==> src/sv/tbe_pkg.sv <==
// ----------------------------------------------------------------------------
// tbe_pkg
// Types, style codes, character constants and the per-byte escape function
// shared by the text byte escape encoder.
// ----------------------------------------------------------------------------
package tbe_pkg;

	localparam logic [2:0] STYLE_LITERAL    = 3'd0;
	localparam logic [2:0] STYLE_HIDE       = 3'd1;
	localparam logic [2:0] STYLE_ESCAPE     = 3'd2;
	localparam logic [2:0] STYLE_C          = 3'd3;
	localparam logic [2:0] STYLE_LOCALE     = 3'd4;
	localparam logic [2:0] STYLE_SQ_BSLASH  = 3'd5;
	localparam logic [2:0] STYLE_CTRL_QMARK = 3'd6;
	localparam logic [2:0] STYLE_CTRL_CARET = 3'd7;

	localparam logic REG_QUOTE_STYLE = 1'b0;
	localparam logic REG_HIGH_BIT    = 1'b1;

	localparam logic [7:0] CH_NUL    = 8'h00;
	localparam logic [7:0] CH_SPACE  = 8'h20;
	localparam logic [7:0] CH_DQ     = 8'h22;
	localparam logic [7:0] CH_SQ     = 8'h27;
	localparam logic [7:0] CH_QMARK  = 8'h3F;
	localparam logic [7:0] CH_BSLASH = 8'h5C;
	localparam logic [7:0] CH_CARET  = 8'h5E;
	localparam logic [7:0] CH_TILDE  = 8'h7E;
	localparam logic [7:0] CH_DEL    = 8'h7F;
	localparam logic [7:0] CTRL_FLIP = 8'h40;

	localparam int MAX_OUT = 6;

	typedef struct packed {
		logic [7:0]      quote;
		logic            open;
		logic            close;
		logic [2:0]      len;
		logic [3:0][7:0] bytes;
	} body_t;

	function automatic logic is_printable(input logic [7:0] c);
		return (c >= CH_SPACE) && (c <= CH_TILDE);
	endfunction

	function automatic logic [7:0] named_escape(input logic [7:0] c);
		logic [7:0] n;
		case (c)
			8'h07:   n = 8'h61;
			8'h08:   n = 8'h62;
			8'h0C:   n = 8'h66;
			8'h0A:   n = 8'h6E;
			8'h0D:   n = 8'h72;
			8'h09:   n = 8'h74;
			8'h0B:   n = 8'h76;
			default: n = CH_NUL;
		endcase
		return n;
	endfunction

	function automatic logic [7:0] quote_of(input logic [2:0] style);
		logic [7:0] q;
		case (style)
			STYLE_C:                       q = CH_DQ;
			STYLE_LOCALE, STYLE_SQ_BSLASH: q = CH_SQ;
			default:                       q = CH_NUL;
		endcase
		return q;
	endfunction

	// Bytes produced by one text byte, without any framing quotes.
	function automatic body_t body_of(input logic [7:0] c, input logic has,
	                                  input logic [2:0] style, input logic high_bit);
		body_t      b;
		logic [7:0] n;
		logic       pr;
		logic       esc;
		b       = '0;
		n       = named_escape(c);
		pr      = is_printable(c);
		esc     = (c == CH_BSLASH) || (c == CH_SPACE && style == STYLE_ESCAPE) ||
		          (c == CH_DQ && style == STYLE_C) || (c == CH_SQ && style == STYLE_LOCALE);
		b.quote = quote_of(style);
		case (style)
			STYLE_LITERAL: begin
				b.len = 3'd1; b.bytes[0] = c;
			end
			STYLE_HIDE: begin
				b.len = 3'd1; b.bytes[0] = pr ? c : CH_QMARK;
			end
			STYLE_ESCAPE, STYLE_C, STYLE_LOCALE: begin
				if (n != CH_NUL) begin
					b.len = 3'd2; b.bytes[0] = CH_BSLASH; b.bytes[1] = n;
				end else if (esc) begin
					b.len = 3'd2; b.bytes[0] = CH_BSLASH; b.bytes[1] = c;
				end else if (pr) begin
					b.len = 3'd1; b.bytes[0] = c;
				end else begin
					b.len      = 3'd4;
					b.bytes[0] = CH_BSLASH;
					b.bytes[1] = {6'b001100, c[7:6]};
					b.bytes[2] = {5'b00110, c[5:3]};
					b.bytes[3] = {5'b00110, c[2:0]};
				end
			end
			STYLE_SQ_BSLASH: begin
				if (c == CH_SQ || c == CH_BSLASH) begin
					b.len = 3'd2; b.bytes[0] = CH_BSLASH; b.bytes[1] = c;
				end else begin
					b.len = 3'd1; b.bytes[0] = c;
				end
			end
			default: begin
				if (pr || (high_bit && c[7])) begin
					b.len = 3'd1; b.bytes[0] = c;
				end else if (style == STYLE_CTRL_QMARK) begin
					b.len = 3'd1; b.bytes[0] = CH_QMARK;
				end else begin
					b.len      = 3'd2;
					b.bytes[0] = CH_CARET;
					b.bytes[1] = (c == CH_DEL) ? CH_QMARK : (c ^ CTRL_FLIP);
				end
			end
		endcase
		if (!has) begin
			b.len = 3'd0;
		end
		return b;
	endfunction

endpackage

==> src/sv/tbe_front.sv <==
// ----------------------------------------------------------------------------
// tbe_front
// Input register stage and classification stage: each text byte is turned
// into its escaped body plus the framing quote flags.
// ----------------------------------------------------------------------------
module tbe_front import tbe_pkg::*; (
	input  logic       clk,
	input  logic       arst_n,
	input  logic       text_valid,
	output logic       text_stall,
	input  logic [7:0] text_byte,
	input  logic       has_byte,
	input  logic       string_start,
	input  logic       string_end,
	input  logic [2:0] quote_style,
	input  logic       upper_printable,
	output logic       body_valid,
	output body_t      body,
	input  logic       body_take
);

	logic       valid_s1;
	logic [7:0] byte_s1;
	logic       has_s1;
	logic       start_s1;
	logic       end_s1;
	logic       valid_s2;
	body_t      body_s2;
	body_t      body_c;
	logic       s1_free;
	logic       s2_free;

	assign s2_free    = !valid_s2 || body_take;
	assign s1_free    = !valid_s1 || s2_free;
	assign text_stall = !s1_free;

	always_comb begin
		body_c       = body_of(byte_s1, has_s1, quote_style, upper_printable);
		body_c.open  = start_s1 && (body_c.quote != CH_NUL);
		body_c.close = end_s1 && (body_c.quote != CH_NUL);
	end

	always_ff @(posedge clk or negedge arst_n) begin
		if (!arst_n) begin
			valid_s1 <= 1'b0;
			valid_s2 <= 1'b0;
		end else begin
			if (s1_free) begin
				valid_s1 <= text_valid;
			end
			if (s2_free) begin
				valid_s2 <= valid_s1;
			end
		end
	end

	always_ff @(posedge clk) begin
		if (s1_free && text_valid) begin
			byte_s1  <= text_byte;
			has_s1   <= has_byte;
			start_s1 <= string_start;
			end_s1   <= string_end;
		end
		if (s2_free && valid_s1) begin
			body_s2 <= body_c;
		end
	end

	assign body_valid = valid_s2;
	assign body       = body_s2;

endmodule

==> src/sv/tbe_serial.sv <==
// ----------------------------------------------------------------------------
// tbe_serial
// Assembles quotes and body into up to six bytes and shifts them out one per
// cycle from the output stage while quoted_stall is low.
// ----------------------------------------------------------------------------
module tbe_serial import tbe_pkg::*; (
	input  logic       clk,
	input  logic       arst_n,
	input  logic       body_valid,
	input  body_t      body,
	output logic       body_take,
	output logic       quoted_valid,
	input  logic       quoted_stall,
	output logic [7:0] out_byte,
	output logic       last_of_run
);

	logic                    valid_s3;
	logic [2:0]              rem_s3;
	logic [MAX_OUT-1:0][7:0] buf_s3;
	logic [MAX_OUT-1:0][7:0] asm_c;
	logic [2:0]              count_c;
	logic [2:0]              j;
	logic                    fire;
	logic                    s3_free;

	assign fire      = valid_s3 && !quoted_stall;
	assign s3_free   = !valid_s3 || (fire && rem_s3 == 3'd1);
	assign body_take = body_valid && s3_free;
	assign count_c   = {2'b00, body.open} + body.len + {2'b00, body.close};

	always_comb begin
		j = 3'd0;
		for (int i = 0; i < MAX_OUT; i++) begin
			j = 3'(i) - {2'b00, body.open};
			if (body.open && i == 0) begin
				asm_c[i] = body.quote;
			end else if (j < body.len) begin
				asm_c[i] = body.bytes[j[1:0]];
			end else begin
				asm_c[i] = body.quote;
			end
		end
	end

	always_ff @(posedge clk or negedge arst_n) begin
		if (!arst_n) begin
			valid_s3 <= 1'b0;
			rem_s3   <= 3'd0;
		end else if (body_take) begin
			valid_s3 <= (count_c != 3'd0);
			rem_s3   <= count_c;
		end else if (fire) begin
			valid_s3 <= (rem_s3 != 3'd1);
			rem_s3   <= rem_s3 - 3'd1;
		end
	end

	always_ff @(posedge clk) begin
		if (body_take) begin
			buf_s3 <= asm_c;
		end else if (fire) begin
			buf_s3 <= {8'h00, buf_s3[MAX_OUT-1:1]};
		end
	end

	assign quoted_valid = valid_s3;
	assign out_byte     = buf_s3[0];
	assign last_of_run  = (rem_s3 == 3'd1);

endmodule

==> src/sv/text_byte_escape_encoder.sv <==
// ----------------------------------------------------------------------------
// text_byte_escape_encoder
// Quotes a byte stream in one of eight styles, one text item in, zero to six
// quoted bytes out.
// ----------------------------------------------------------------------------
// The text channel (text_valid/text_stall) takes one item per cycle unless
// text_stall is high: a byte, its has_byte flag and the string start and
// end flags. The quoted channel (quoted_valid/quoted_stall) gives one output
// byte per cycle unless quoted_stall is high, with last_of_run marking the
// final byte of each item. Items that yield no byte are absorbed silently.
// An accepted item passes an input stage, a classification stage and the
// output shift stage before its first byte appears. Throughput is one item
// per cycle while each item yields one byte and the receiver does not stall;
// an item with more bytes holds the output shift stage until its last byte is
// taken and holds the input back through text_stall. The two earlier stages
// keep filling while the output stage works or is stalled by the receiver.
// Reset empties all stages and sets both registers to zero (literal style).
// Configuration is written through cfg_wr_en/cfg_index/cfg_wdata; the user
// must do so only while the block is idle; the block does not enforce this.
// ----------------------------------------------------------------------------
module text_byte_escape_encoder import tbe_pkg::*; (
	input  logic       clk,
	input  logic       arst_n,
	input  logic       cfg_wr_en,
	input  logic       cfg_index,
	input  logic [2:0] cfg_wdata,
	input  logic       text_valid,
	output logic       text_stall,
	input  logic [7:0] text_byte,
	input  logic       has_byte,
	input  logic       string_start,
	input  logic       string_end,
	output logic       quoted_valid,
	input  logic       quoted_stall,
	output logic [7:0] out_byte,
	output logic       last_of_run
);

	logic [2:0] quote_style_q;
	logic       high_bit_q;
	logic       body_valid;
	logic       body_take;
	body_t      body;

	always_ff @(posedge clk or negedge arst_n) begin
		if (!arst_n) begin
			quote_style_q <= STYLE_LITERAL;
			high_bit_q    <= 1'b0;
		end else if (cfg_wr_en) begin
			case (cfg_index)
				REG_QUOTE_STYLE: quote_style_q <= cfg_wdata;
				REG_HIGH_BIT:    high_bit_q    <= cfg_wdata[0];
				default:         quote_style_q <= quote_style_q;
			endcase
		end
	end

	tbe_front u_front (
		.clk             (clk),
		.arst_n          (arst_n),
		.text_valid      (text_valid),
		.text_stall      (text_stall),
		.text_byte       (text_byte),
		.has_byte        (has_byte),
		.string_start    (string_start),
		.string_end      (string_end),
		.quote_style     (quote_style_q),
		.upper_printable (high_bit_q),
		.body_valid      (body_valid),
		.body            (body),
		.body_take       (body_take)
	);

	tbe_serial u_serial (
		.clk          (clk),
		.arst_n       (arst_n),
		.body_valid   (body_valid),
		.body         (body),
		.body_take    (body_take),
		.quoted_valid (quoted_valid),
		.quoted_stall (quoted_stall),
		.out_byte     (out_byte),
		.last_of_run  (last_of_run)
	);

	// An item is mid-run: the next cycle must still present a byte.
	a_run_continues: assert property (@(posedge clk) disable iff (!arst_n)
		quoted_valid && !quoted_stall && !last_of_run |=> quoted_valid)
		else $error("quoted run ended before its last byte");

	// The input only backs up when the output stage holds work.
	a_stall_needs_output: assert property (@(posedge clk) disable iff (!arst_n)
		text_stall |-> quoted_valid)
		else $error("input stalled with an empty output stage");

	// A stalled quoted byte stays on the outputs unchanged.
	a_stalled_byte_stable: assert property (@(posedge clk) disable iff (!arst_n)
		quoted_valid && quoted_stall |=>
		quoted_valid && $stable(out_byte) && $stable(last_of_run))
		else $error("quoted byte changed while stalled");

endmodule

==> config.mk <==
export PLATFORM = sky130hd
export DESIGN_NAME = text_byte_escape_encoder
export DESIGN_NICKNAME = d
export VERILOG_FILES = /design/src/sv/tbe_pkg.sv /design/src/sv/tbe_front.sv /design/src/sv/tbe_serial.sv /design/src/sv/text_byte_escape_encoder.sv
export SDC_FILE = /design/constraint.sdc
export NUM_CORES = 1
export LEC_CHECK = 0
export ABC_AREA = 0
export ABC_CLOCK_PERIOD_IN_PS = 6360
export BUFFER_PORTS_ARGS = -buffer_cell sky130_fd_sc_hd__buf_2
export CAP_MARGIN = 20
export CORE_ASPECT_RATIO = 0.8
export CORE_MARGIN = 10
export CORE_UTILIZATION = 60
export DETAILED_ROUTE_END_ITERATION = 10
export GPL_TIMING_DRIVEN = 1
export MAX_ROUTING_LAYER = met4
export PLACE_DENSITY = 0.78
export SLEW_MARGIN = 20
export SYNTH_ARGS = -nofsm -noshare
export SYNTH_HDL_FRONTEND = slang
export SYNTH_HIERARCHICAL = 1
export SYNTH_SLANG_ARGS = --single-unit
==> constraint.sdc <==
create_clock -name clk -period 6.36 [get_ports clk]
set_input_delay 1.272 -clock clk [delete_from_list [all_inputs] [get_ports clk]]
set_output_delay 1.272 -clock clk [all_outputs]
set_load 0.005 [all_outputs]
==> results of run 1 <==
[report_power, final]
part,switching [mW],internal [mW]
Clock,0.236,0.278
Sequential,0.124,0.995
Combinational,0.481,0.303
Total,0.840,1.58
[worst min-delay path by stage]
| stage | from | end | depth (start not counted) |
|---|---|---|---|
| final | u_front/valid_s1 | u_front/body_valid | 1 |
| after CTS | u_front/valid_s1 | u_front/body_valid | 1 |
| after floorplan | u_front/valid_s1 | u_front/body_valid | 1 |
| after detailed placement | u_front/valid_s1 | u_front/body_valid | 1 |
| after global placement | u_front/valid_s1 | u_front/body_valid | 1 |
| after global routing | u_front/valid_s1 | u_front/body_valid | 1 |
[routing by layer]
layer / wire length (um) / GRT usage, % / vias to the layer above
li1: - / - / 1921
met1: 5394 / 24.24 / 1889
met2: 5571 / 26.91 / 169
met3: 886 / 4.256 / 10
met4: 99 / 5.128 / 0
met5: 0 / - / -
[layout by cell type (no fill, tap or decap), types with 4 or more instances in the layout]
cell type  instances
a211oi_1           8
o21ai_1           10
nand3_1            6
mux2i_1           24
a2bb2oi_1          8
o21ai_0           24
inv_1             13
nor2_1            51
a21o_1             6
o31ai_1            9
inv_2              4
nand2_1           53
mux2_2             8
and2_1            17
buf_2             30
edfxtp_1          89
ha_1               9
dfrtp_1           10
mux2_4             4
nor3_1             5
clkbuf_16          9
conb_1            10
nand2b_1           8
a211oi_2          10
a21oi_1           29
nor4_1             4
[worst max-delay path, cell delays in order]
cell and delay, ps:
buf_2 110, nor3b_2 250, o21ai_4 80, inv_2 190, nand3b_1 180, inv_1 40, buf_2 120
[cells by family after synthesis]
group,Yosys count,share of synthesized area (%)
compound gates,140,17.48
buf+inv,69,7.341
mux,36,6.717
fa+ha+maj,10,2.282
other cells,1,0.06452
xor+xnor,3,0.4522
flops,99,50.29
simple gates,173,15.37
[through the flow]
step / utilization (%) / hold slack, ps / cells / cell area [um^2] / setup slack [ps]
floorplan: - / 449.0 / 540 / 5846 / 3014
global placement: 60.94 / 484.9 / 639 / 5807 / 2733
detailed placement: 60.95 / 511.8 / 639 / 5808 / 2694
CTS: 63.89 / 516.1 / 655 / 6088 / 2838
global route: 63.94 / 526.6 / 655 / 6093 / 2764
finish: 63.94 / 511.1 / 655 / 6093 / 2846
[final cells by class]
cell class / count / share of cell area (%)
multi-input cells: 372 / 41.23
clock buffers: 11 / 3.984
clock inverters: 5 / 0.6160
well taps: 119 / 2.444
flip-flops and latches: 99 / 47.97
repair buffers: 32 / 2.710
inverters: 17 / 1.047
[registers in the layout, summed over array words and instances (netlist names)]
register	count
u_serial/buf_s3	40
u_front/body	30
u_front/byte_s1	8
u_serial/out_byte	8
quote_style_q	3
u_serial/rem_s3	3
high_bit_q	1
u_front/body_valid	1
u_front/end_s1	1
u_front/has_s1	1
u_front/start_s1	1
u_front/valid_s1	1
u_serial/quoted_valid	1
==> metrics.yaml, run 1 <==
critPathMaxFanout: 10
reg2reg_to: "u_front/body[11]"
synth_edf_count: 89
grt_pass1_wl_um: 19430
crit_arrival_ps: 2240
dieHeight_um: 108.0
synthTopCellsByArea: "edfxtp_1, dfrtp_1, mux2i_1, buf_4, nand2_1"
worstSetupStartpointType: "input port"
ios: 31
power_leakage_nw: 2.433
yosys.area.top_type: "edfxtp_1"
syn_to_final_growth_pct: 4.844
synthCells: 531
tns_ps: 0
ir_drop_uv: 173.8
grt.overflow.total: 0
cts_root_buf: "clkbuf_16"
cts_buffers: 9
synth-main-ff-cell: "edfxtp_1"
ys_ff_latch: 99
final_antenna_net_count: 0
nets: 561
setup_viol: 0
fin_crit_ps: 3514
ctsHoldBuffers: 0
outcome: "complete, no violations"
seqCellArea_mm2: 0.002923
grt_pass1_vias: 3836
syn-cell-area_mm2: 0.005812
required_ps: 5090
maxCapViolCount: 0
vias: 3989
multi_input_area_mm2: 0.002512
slew_headroom_pct: 44.81
rsz0062_at_grt: "false"
hpwl_um: 8247
antenna_found_initial: 0
num_rows: 32
viasPerCell: 6.090
clockBufferDepth: 2
p_per_area_mw_per_mm2: 396.4
timing_worst_setup_path_type: "input port to output pin"
clock.fmax_ghz: 0.2846
p_total_mw: 2.416
core_mm2: 0.009529
die_area_mm2: 0.01405
fillers: 747
drive_gt1_share_pct: 17.35
ys_warn_count: 6
grt_max_degree: 88
fin_worst_skew_ps: 8.822
finalHoldViolations: 0
slew_violations: 0
clk_pin_slew_worst_paths_ps: 70
syn_avg_cell_area_um2: 10.95
synth.distinct_cells: 72
ys_seq_area_share_pct: 50.29
synthArstFlopShare_pct: 10.10
synthTopCellsByCount: "edfxtp_1, nand2_1, nor2_1"
cts_tree: "done"
worstHoldPathType: "register to register"
tightestPinTransition_ps: 827.8
cts.htree.levels: 3
wl_um: 11950
post-route-period-util_pct: 55.25
reg2reg_depth: 6
endpoint: "text_stall"
diodes: 0
cts.sinks: 99
cp-end-kind: "output pin"
yosysMostFrequentCell: "edfxtp_1"
dr.pass1.iters: 6
post-cts-setup-buffers: 0
drc: 0
io_buffers: 30
cts_resized: 0
die_x_um: 130.0
grt_usage_pct: 18.09
start_util_pct: 60.99
drtIter0Drc: 430
synth_top_area_share_pct: 45.98
clk_latency_ps: 350
crit_path_start: "quoted_stall"
ff2ff_setup_slack_ps: 3530
place_congestion: 0.9483
avgRoutedWirePerCell_um: 18.25
r2r-start: "u_front/byte_s1[7]"
Note: power is estimated with default switching activity, not from simulation.
==> run 2, diff against run 1 <==
- ABC_AREA: 0 -> 1
- ABC_CLOCK_PERIOD_IN_PS: 6360 -> 3100
- CORE_UTILIZATION: 60 -> 56
- PLACE_DENSITY: 0.78 -> 0.77
- clock period: 6.36 -> 3.1 ns (I/O delays scaled with it)
==> metrics.yaml, run 2 <==
required_ps: 3200
clk_latency_ps: 350
grt_pass1_vias: 4747
slew_headroom_pct: 57.84
finalHoldViolations: 0
diodes: 0
final_common_cell: "nand2_1"
dp.cells: 901
avgRoutedWirePerCell_um: 15.54
synth_top_area_share_pct: 43.65
yosys.area.top_type: "edfxtp_1"
synth.distinct_cells: 40
slew_violations: 0
ios: 31
grt.overflow.total: 0
tightestPinTransition_ps: 632.3
cp_num_cells: 9
largest-register: "u_serial/buf_s3"
dr.pass1.iters: 5
synthCells: 757
worst_slack_ps: 711.6
outcome: "complete, no violations"
reg2reg_depth: 9
post-route-period-util_pct: 77.05
power_leakage_nw: 3.001
instances_no_fill: 917
ys_seq_area_share_pct: 47.74
cts.sinks: 99
tns_ps: 0
timing_worst_setup_path_type: "register to register"
vias: 5018
drtIter0Drc: 739
top_layer: "met4"
syn_avg_cell_area_um2: 8.087
cts_buffers: 9
fin_worst_skew_ps: 9.701
share_comb_of_total_power_pct: 44.1
nets: 798
cp_common_cell: "nand2_1"
ys_warn_count: 6
wl_met1_um: 6408
maxCapViolCount: 0
io_buffers: 30
cts.htree.levels: 3
grt_pass1_wl_um: 23490
final_util_pct: 60.83
clkPwrFrac_pct: 17.9
die_area_mm2: 0.01554
start_util_pct: 56.88
wl_met2_um: 6400
syn-cell-area_mm2: 0.006122
largest_reg_flops: 40
p_int_mw: 4.030
antenna_found_initial: 0
clk_pin_slew_worst_paths_ps: 70
synthTopCellsByCount: "nand2_1, edfxtp_1, nand3_1"
r2r-start: "u_front/body[36]"
dr_wl_met3_um: 1048
num_rows: 34
place_congestion: 0.9924
worstPathCellList: "buf_4, ha_1, inv_1, o21ai_0, nand2_1, nand2_1, nand2_1, nand3_1, nand2_1"
setup_viol: 0
dp_slack_ps: 774.9
dieHeight_um: 113.5
critPathMaxFanout: 68
synthTopCellsByArea: "edfxtp_1, nand2_1, nand3_1, o21ai_0, dfrtp_1"
synth-main-ff-cell: "edfxtp_1"
rsz0062_at_grt: "false"
core_mm2: 0.01076
p_switching_mw: 3.005
hpwl_um: 10340
wl_um: 14250
drive_gt1_share_pct: 13.58
p_per_area_mw_per_mm2: 1074
crit_family: "simple AND/OR/NAND/NOR gates"
ys_ff_latch: 99
clockBufferDepth: 2
switching_share_pct: 42.72
ctsHoldBuffers: 0
clock.fmax_ghz: 0.4187
worstHoldPathType: "input port to asynchronous set/reset pin"
crit_arrival_ps: 2490
crit_path_start: "u_front/body[36]"
post-cts-setup-buffers: 0
synth_edf_count: 89
grt_usage_pct: 19.42
cp-end-kind: "register"
grt_max_degree: 69
p_total_mw: 7.035
ir_drop_uv: 675.6
cts_root_buf: "clkbuf_16"
critPathSlowestCell: "buf_4"
cts_resized: 0
yosysMostFrequentCell: "nand2_1"
drc: 0
max_stage_delay_ps: 470
worst-path-buf-inv: 2
worstSetupStartpointType: "register"
syn_to_final_growth_pct: 6.949
cts_tree: "done"
synthArstFlopShare_pct: 10.10
final_antenna_net_count: 0
die_x_um: 136.9
fin_crit_ps: 2388
layout_common_cells: "nand2_1, edfxtp_1, nand3_1, inv_1, o21ai_0"
viasPerCell: 5.472
power.share.sequential_pct: 38.0
-- run 2: area by class of cell --
type | instances | area [um^2]
timing repair buffer | 35 | 187.7
clock buffer | 10 | 239.0
inverter | 75 | 290.3
clock inverter | 6 | 96.34
multi-input combinational | 548 | 2631
sequential | 99 | 2923
tap | 144 | 180.2
fill | 935 | 4215
-- run 2: path summary, 6_finish.rpt --
check                           slack (ps)                    to
min in group clk                       440    u_front/byte_s1[0]
max in group asynchronous             2770    u_serial/rem_s3[0]
worst max register to register         710  u_serial/out_byte[5]
worst min register to register         470            high_bit_q
worst min-delay path                   130            high_bit_q
worst max-delay path                   710  u_serial/out_byte[5]
-- run 2: per-stage QoR --
| step | hold slack (ps) | instance area [um^2] |
|---|---|---|
| 2_1_floorplan | 324.4 | 6160 |
| 3_3_place_gp | 451.1 | 6212 |
| 3_5_place_dp | 464.6 | 6212 |
| 4_1_cts | 131.5 | 6548 |
| 5_1_grt | 142.5 | 6548 |
| 6_report | 125.4 | 6548 |
-- run 2: kinds of logic (layout without fill, tap and decap cells) --
logic type | after synthesis | count (layout) | share of synthesized area (%)
flip-flops | 99 | 99 | 47.74
XOR/XNOR | 3 | 3 | 0.4293
AND/OR/NAND/NOR | 439 | 439 | 31.88
buffers and inverters | 119 | 126 | 9.933
other | 1 | 10 | 0.06125
adder cells (fa/ha/maj) | 10 | 10 | 2.166
AO/OA/AOI/OAI | 86 | 86 | 7.787
-- run 2: power groups by stage --
stage               clock network (mW)  logic (mW)  registers, mW
floorplan                            0        2.48           2.61
global placement                     0        2.96           2.68
detailed placement                   0        3.06           2.70
CTS                               1.27        3.08           2.68
global route                      1.33        3.54           2.74
finish                            1.26        3.10           2.67
-- run 2: worst reg2reg max path, stage by stage (launching register included) --
cell and delay (ps):
edfxtp_1 350, buf_4 470, ha_1 310, inv_1 50, o21ai_0 70, nand2_1 260, nand2_1 390, nand2_1 110
nand3_1 80, nand2_1 60
-- run 2: layer usage --
| metal | up-vias | track usage [%] |
|---|---|---|
| met4 | 0 | 8.485 |
| met2 | 229 | 28.45 |
| met3 | 40 | 4.130 |
| li1 | 2466 | - |
| met5 | - | - |
| met1 | 2283 | 25.52 |
==> run 3, diff against run 2 <==
- ABC_CLOCK_PERIOD_IN_PS: 3100 -> 2100
- clock period: 3.1 -> 2.1 ns (I/O delays scaled with it)
==> metrics.yaml, run 3 (same netlist as run 2, synthesis figures left out) <==
switching_share_pct: 41.37
cp-end-kind: "register"
die_area_mm2: 0.01554
cts.sinks: 99
clk_pin_slew_worst_paths_ps: 70
dieHeight_um: 113.5
core_mm2: 0.01076
timing_worst_setup_path_type: "register to register"
outcome: "complete, no violations"
dr.pass1.iters: 5
slew_violations: 0
critPathMaxFanout: 8
grt_pass1_wl_um: 23670
drive_gt1_share_pct: 15.68
fillers: 923
clock.fmax_ghz: 0.5023
start_util_pct: 56.88
worstHoldPathType: "input port to register"
rsz0062_at_grt: "false"
final_util_pct: 62.79
maxCapViolCount: 0
power.share.sequential_pct: 36.5
grt.overflow.total: 0
fin_crit_ps: 1991
crit_arrival_ps: 2080
grt_pass1_vias: 4717
post-route-period-util_pct: 94.81
setup_viol: 0
diodes: 0
power_leakage_nw: 3.109
cts_root_buf: "clkbuf_16"
finalHoldViolations: 0
antenna_found_initial: 0
p_switching_mw: 4.456
crit_path_start: "u_front/body[36]"
p_total_mw: 10.77
instances_no_fill: 935
required_ps: 2190
tns_ps: 0
clkPwrFrac_pct: 17.6
p_per_area_mw_per_mm2: 1594
min_from: "text_byte[0]"
largest_reg_flops: 40
drtIter0Drc: 556
slew_headroom_pct: 49.03
ir_drop_uv: 688.5
clk_latency_ps: 340
viasPerCell: 5.334
io_buffers: 30
r2r-start: "u_front/body[36]"
largest-register: "u_serial/buf_s3"
worstSetupStartpointType: "register"
num_rows: 34
cts.htree.levels: 3
layout_common_cells: "nand2_1, edfxtp_1, nand3_1, inv_1, o21ai_0"
vias: 4987
tightestPinTransition_ps: 764.4
grt_max_degree: 68
clockBufferDepth: 2
grt_usage_pct: 19.78
wl_um: 14630
ios: 31
final_antenna_net_count: 0
final_common_cell: "nand2_1"
syn_to_final_growth_pct: 10.38
avgRoutedWirePerCell_um: 15.65
die_x_um: 136.9
place_congestion: 0.9526
dp.cells: 916
cts_tree: "done"
cts_buffers: 9
p_int_mw: 6.316
nets: 816
fin_worst_skew_ps: 7.149
drc: 0
share_comb_of_total_power_pct: 45.9
hpwl_um: 10990
-- run 3: final timing paths --
| kind | to | cells past startpoint | slack, ps |
|---|---|---|---|
| worst max-delay path | u_serial/buf_s3[36] | 9 | 110 |
| worst max register to register | u_serial/buf_s3[36] | 9 | 110 |
| worst min register to register | high_bit_q | 2 | 490 |
| worst min-delay path | u_front/byte_s1[0] | 1 | 250 |
| min in group asynchronous | quote_style_q[2] | 2 | 480 |
| max in group asynchronous | u_serial/rem_s3[2] | 2 | 1420 |
-- run 3: repair_timing --
| action | in CTS | in global routing |
|---|---|---|
| hold buffers | 1 | 0 |
| setup endpoints to repair | 0 | 9 |
| endpoints found under the hold margin | 10 | 0 |
| setup buffers | 0 | 2 |
| gates resized for setup | 0 | 2 |
-- run 3: stage by stage --
stage / instance area (um^2) / worst slack [ps] / hold WS [ps]
floorplan: 6172 / 3.270 / 124.4
detailed placement: 6385 / 119.5 / 303.2
finish: 6758 / 109.0 / 253.7
global placement: 6385 / 134.3 / 295.4
CTS: 6740 / 61.46 / 240.0
global route: 6758 / 16.45 / 245.1
-- run 3: per-layer routing --
| metal | track usage (%) | vias to the layer above | share of wire (%) | wire length (um) |
|---|---|---|---|---|
| met5 | - | - | 0 | 0 |
| met4 | 6.662 | 0 | 2.2 | 319 |
| met3 | 4.306 | 31 | 7.3 | 1069 |
| met2 | 30.35 | 187 | 46 | 6742 |
| met1 | 25.56 | 2273 | 44 | 6502 |
| li1 | - | 2496 | - | - |
-- run 3: area by class of cell --
type / instances / area [um^2] / share of cell area, %
sequential: 99 / 2923 / 43.25
clock buffer: 12 / 246.5 / 3.647
multi-input combinational: 548 / 2644 / 39.12
clock inverter: 4 / 98.84 / 1.463
timing repair buffer: 53 / 375.4 / 5.555
tap: 144 / 180.2 / 2.666
inverter: 75 / 290.3 / 4.295
-- run 3: worst max-delay path: stages (launching register included) --
cell	delay, ps
edfxtp_1	410
inv_1	130
ha_1	340
inv_1	80
nor2_1	120
nand2_1	90
nand2_1	300
nand2_1	90
nand3_1	130
nand2_1	70
-- run 3: power by group through the flow --
stage | Sequential, mW | Combinational [mW] | Clock (mW)
CTS | 3.94 | 4.87 | 1.94
floorplan | 3.84 | 3.69 | 0
global route | 4.02 | 5.56 | 2.00
global placement | 3.94 | 4.71 | 0
finish | 3.93 | 4.95 | 1.89
detailed placement | 3.97 | 4.82 | 0
